--- src/hw/rtl/mhcc_pkg.sv ---
`timescale 1ns / 1ps

package mhcc_pkg;

  localparam int INDEX_BITS  = 12;
  localparam int STORE_DEPTH = 1 << INDEX_BITS;
  localparam int TAG_W       = 8;
  localparam int SHIFT_W     = 6;
  localparam int SHOFF_W     = 5;

  // Shifts below this are saturated so that the index always fits the store.
  localparam logic [SHIFT_W-1:0] MIN_SHIFT  = SHIFT_W'(64 - INDEX_BITS);
  // The index is always taken from the upper half of the product.
  localparam logic [SHIFT_W-1:0] SHIFT_BASE = SHIFT_W'(32);

  typedef enum logic [1:0] {
    ST_CLEAR,
    ST_IDLE,
    ST_WALK
  } mhcc_state_t;

  typedef struct packed {
    logic valid;
    logic last;
  } mhcc_ctl_t;

endpackage

--- src/hw/rtl/mhcc_hash.sv ---
`timescale 1ns / 1ps

module mhcc_hash (
  input  logic                             clk,
  input  logic                             rst,
  input  logic                             kill,
  input  mhcc_pkg::mhcc_ctl_t              issue,
  input  logic [63:0]                      subset,
  input  logic [63:0]                      magic,
  input  logic [mhcc_pkg::SHOFF_W-1:0]     shift_off,
  output mhcc_pkg::mhcc_ctl_t              ctl,
  output logic [mhcc_pkg::INDEX_BITS-1:0]  idx
);
  import mhcc_pkg::*;

  logic [63:0] p_ll;
  logic [31:0] p_lh;
  logic [31:0] p_hl;
  logic [63:0] p_ll_next;
  logic [31:0] p_lh_next;
  logic [31:0] p_hl_next;
  logic [31:0] hi_sum;
  logic [31:0] hi_shifted;

  // Only the low 64 bits of the product are kept, so the two cross terms
  // contribute their low halves to the upper word alone.
  assign p_ll_next = 64'(magic[31:0]) * 64'(subset[31:0]);
  assign p_lh_next = magic[31:0] * subset[63:32];
  assign p_hl_next = magic[63:32] * subset[31:0];

  always_ff @(posedge clk) begin
    if (rst) begin
      ctl <= '0;
    end else begin
      ctl <= kill ? '0 : issue;
    end
    p_ll <= p_ll_next;
    p_lh <= p_lh_next;
    p_hl <= p_hl_next;
  end

  assign hi_sum     = p_ll[63:32] + p_lh + p_hl;
  assign hi_shifted = hi_sum >> shift_off;
  assign idx        = hi_shifted[INDEX_BITS-1:0];

endmodule

--- config.mk ---
export PLATFORM = sky130hd
export DESIGN_NAME = mhcc_hash
export DESIGN_NICKNAME = d
export VERILOG_FILES = /design/src/hw/rtl/mhcc_pkg.sv /design/src/hw/rtl/mhcc_hash.sv
export SDC_FILE = /design/constraint.sdc
export NUM_CORES = 2
export LEC_CHECK = 0
export BUFFER_PORTS_ARGS = -buffer_cell sky130_fd_sc_hd__buf_2
export CORE_MARGIN = 4
export CORE_UTILIZATION = 65
export DETAILED_ROUTE_END_ITERATION = 10
export GPL_TIMING_DRIVEN = 0
export PLACE_DENSITY = 0.78
export REMOVE_ABC_BUFFERS = 1
export SYNTH_ARGS = -nofsm -noshare
export SYNTH_HDL_FRONTEND = slang
export SYNTH_SLANG_ARGS = --single-unit
--- constraint.sdc ---
create_clock -name clk -period 21.7 [get_ports clk]
set_input_delay 1.085 -clock clk [delete_from_list [all_inputs] [get_ports clk]]
set_output_delay 1.085 -clock clk [all_outputs]
set_load 0.01 [all_outputs]
# == After elaboration in Yosys (flattened, before gate mapping) ==
# Index checks and enable logic that the tools add are counted.
# op_classes
shift,1
n_addsub,2
mul,3
n_reduce_logical,1
# op_table
operator,n
adder 32 bit,2
multiplier 32 x 32 -> 32 bit,2
multiplier 32 x 32 -> 64 bit,1
right shift 32 x 5 -> 12 bit,1
OR reduction 2 bit,1
# word_totals
inputBits,138
regBits,130

# == Depth between registers and ports, before layout ==
# depth
depth_word,3
ltp_mapped,36

# == Least setup slack after synthesis ==
# No wires, ideal clock.
# synth_timing
path_kind,in2reg
startpoint,input port subset[8]
endpoint,register p_ll[60]
cell_stages,34
slack_ns,12.747
arrival_ns,8.880
required_ns,21.628
cell_sequence,clkbuf_1 clkbuf_1 nand2_1 fa_1 inv_1 fa_1 inv_1 fa_1 inv_1 fa_1 inv_1 fa_1 fa_1 fa_1 fa_1 inv_1 ha_1 a21o_1 a21o_1 a21oi_1 o21ai_0 a211o_1 a21oi_1 o31ai_1 nand4_1 a21boi_1 o21ai_1 nand2b_1 a21oi_1 nor2_1 or2_1 a311o_1 a21oi_1 xnor2_1
# synth_via
elab_chain_len,1
# synth_rtl
element,line,rtl
"start, declared",mhcc_hash.sv:8,"input logic [63:0] subset,"
multiplier 32 x 32 -> 64 bit,mhcc_hash.sv:27,assign p_ll_next = 64'(magic[31:0]) * 64'(subset[31:0]);
net p_ll_next[60],mhcc_hash.sv:19,logic [63:0] p_ll_next;
"end signal, assigned",mhcc_hash.sv:37,p_ll <= p_ll_next;
"end, declared",mhcc_hash.sv:16,logic [63:0] p_ll;
# The timed path passes the listed nets, and every way through them passes these cells.
# A chain may end at the register's enable or synchronous reset.

# == Worst setup path in the final report ==
# layout_timing
startpoint,input port subset[2]
endpoint,register p_ll[60]
# The elaborated chain is that of the path after synthesis.

==> summary.md <==
| Metric | Value |
|---|---|
| Worst rel slew slack | -1.36% |
| Post-synthesis instance area | 68,700 sq um |
| Fin Hold WS | 0.891 ns |
| Yosys reg bits | 98 |
| Ys flop type | dfxtp_1 |
| CP Launch Type | primary input |
| GR Overflow Total | 0 |
| Top-Level Pins | 152 |
| Root buf cell | clkbuf_16 |
| Crit Path Category | primary input to flip-flop |
| Sink Count | 98 |
| Reg area | 1960 sq um |
| GRT Total Usage | 33.0% |
| Commonest cells after routing, fill and taps aside | inv_1, fa_1, nand2_1 |
| Area of the multi-input gates | 57,800 sq um |
| Drt pass-1 iters | 6 |
| Fin crit share | 48.4% |
| Post-route minimum period | 10.50 ns |
| Share of the synthesized area in the top cell type | 50.8% |
| Slowest CP cell | buf_2 |
| Final Instance Count excl. Fillers | 8,866 |
| Largest net degree at the start of global routing | 64 |
| Fin Setup TNS | 0 ns |
| Status | finished with violations |
| Sequential area share after synthesis | 2.86% |
| Synth top area cells | fa_1, inv_1, ha_1, and2_1, nand2_1 |
| PortBufs | 151 |
| DRC viols | 0 |
| H-tree depth | 3 |
| Commonest non-fill, non-tap cell in the layout | inv_1 |
| Data required, critical path | 21.97 ns |
| Final hold violation count | 0 |
| Crit path max fanout | 62 |
| Gates resized, CTS repair | 0 |
| Synth-to-layout area growth | 1.79% |
| Wirelength per Cell | 19.6 um |
| Die Wd | 333 um |
| Rows | 118 |
| # fillers | 8,365 |
| Most used cell, CP | fa_1 |
| Vias in the first global route | 55,970 |
| Post-detail-place hpwl | 130 mm |
| Slew at the pin closest to its max-slew limit | 1.52 ns |
| CP Capture Type | flip-flop |
| Post-CTS Setup Inserts | 0 |
| Share of layout cells above drive strength 1 | 2.54% |
| Number of max-cap violations | 1 |
| RSZ-0062 raised after global routing | false |
| Failing checks | capacitance limit, slew limit |
| Largest area contributor in the netlist | fa_1 |
| Fin nets | 9,892 |
| Syn Inst Count | 7,762 |
| CTS buffer count | 9 |
| Initial antenna violation count | 5 |
| Final Max Tran Viols | 55 |
| Global-route wire length before repair | 291 mm |
| DRT iter0 DRCs | 3,521 |
| Worst path max stage delay | 0.99 ns |
| Utilization after layout | 67.1% |
| Final ANT Viol Nets | 0 |
| Yosys warns | 0 |
| Via-to-Cell Ratio | 5.66 |
| Arr. time, crit path | 10.77 ns |
| Clock transition at path regs | 0.07 ns |
| EDFF count, synth | 0 |
| Post-synth ARST share | 0% |
| Initial Util | 65.9% |
| Hold crit path type | primary input to flip-flop |
| Full die area | 111,000 sq um |
| Core area | 104,000 sq um |
| Max Clk Rate | 95.2 MHz |
| CTS tree | yes |
| Syn avg cell area | 8.85 sq um |
| Final Setup Violations | 0 |
| Die height | 333 um |
| Vias | 50,181 |
| Post-Route WL | 174 mm |
| Distinct cells, synth | 64 |
| Placed cells | 8,843 |
| CTS max path bufs | 2 |
| Cts hold-fix bufs | 0 |
| Placer Congestion | 0.925 |
[final cells by class]
| class | instances | area share [%] |
|---|---|---|
| timing repair buffer | 152 | 1.16 |
| antenna | 6 | 0.0215 |
| sequential | 98 | 2.81 |
| clock buffer | 10 | 0.328 |
| multi-input combinational | 5300 | 82.7 |
| tap | 1380 | 2.47 |
| clock inverter | 6 | 0.195 |
| inverter | 1914 | 10.3 |
[flip-flops by register name, indices dropped and copies added, names as in the netlist]
name,flops
ctl,2
p_hl,32
p_ll,32
p_lh,32
[logic make-up (layout without fill, tap and decap cells)]
group / Yosys count / count (layout) / share of synthesized area [%]
AOI/OAI and AO/OA: 376 / 376 / 3.51
xor gates and xnor gates: 234 / 234 / 2.98
adders and majority gates: 2279 / 2279 / 60.6
buffers and inverters: 2364 / 2082 / 12.9
DFF: 98 / 98 / 2.86
muxes: 29 / 29 / 0.461
other: 0 / 6 / 0
and+or+nand+nor: 2382 / 2382 / 16.7
[worst max-delay path: cells and delay by family]
family	cells	cell delay (ns)
AOI/OAI and AO/OA	10	2.46
xor gates and xnor gates	1	0.18
adders and majority gates	9	4.45
buffers and inverters	6	1.25
and+or+nand+nor	7	1.26
[cell usage after synthesis, types with 3 or more instances]
| cell type | count |
|---|---|
| inv_1 | 1914 |
| fa_1 | 1743 |
| nand2_1 | 1264 |
| and2_1 | 898 |
| ha_1 | 536 |
| clkbuf_1 | 443 |
| xnor2_1 | 173 |
| a21oi_1 | 107 |
| dfxtp_1 | 98 |
| nor2_1 | 95 |
| o21ai_0 | 75 |
| a21o_1 | 71 |
| xor2_1 | 61 |
| o21a_1 | 26 |
| nand3_1 | 22 |
| nor3_1 | 22 |
| nand2b_1 | 21 |
| mux2i_1 | 17 |
| nor2b_1 | 16 |
| nand4_1 | 12 |
| and3_1 | 11 |
| mux2_2 | 11 |
| a211oi_1 | 10 |
| a31oi_1 | 8 |
| o21bai_1 | 8 |
| o31ai_1 | 8 |
| buf_1 | 7 |
| o22ai_1 | 7 |
| o211ai_1 | 6 |
| o21ai_1 | 6 |
| or3_1 | 6 |
| a311oi_1 | 5 |
| a2111oi_0 | 4 |
| or2_2 | 4 |
| a211o_1 | 3 |
| a21boi_0 | 3 |
| a221oi_1 | 3 |
| nor3b_1 | 3 |
[path summary, 6_finish.rpt]
check / startpoint / endpoint / cells after the start / slack [ns]
max: subset[2] / p_ll[60] / 33 / 11.20
min: kill / ctl[0] / 2 / 0.89
[metrics by stage]
step / setup WS [ns] / cell area [sq um]
floorplan: 13.22 / 67000
global placement: 11.10 / 69500
detailed placement: 10.95 / 69500
CTS: 11.29 / 69800
global route: 10.71 / 69900
finish: 11.20 / 69900
[per-layer routing]
metal	track usage [%]	wire, um
met1	44.4	66500
met2	54.4	83200
met3	5.95	16500
met4	12.0	7910
met5	0	0
Power is not shown: default switching activity piles up to over one toggle a cycle in this logic, so the estimate is an artifact.
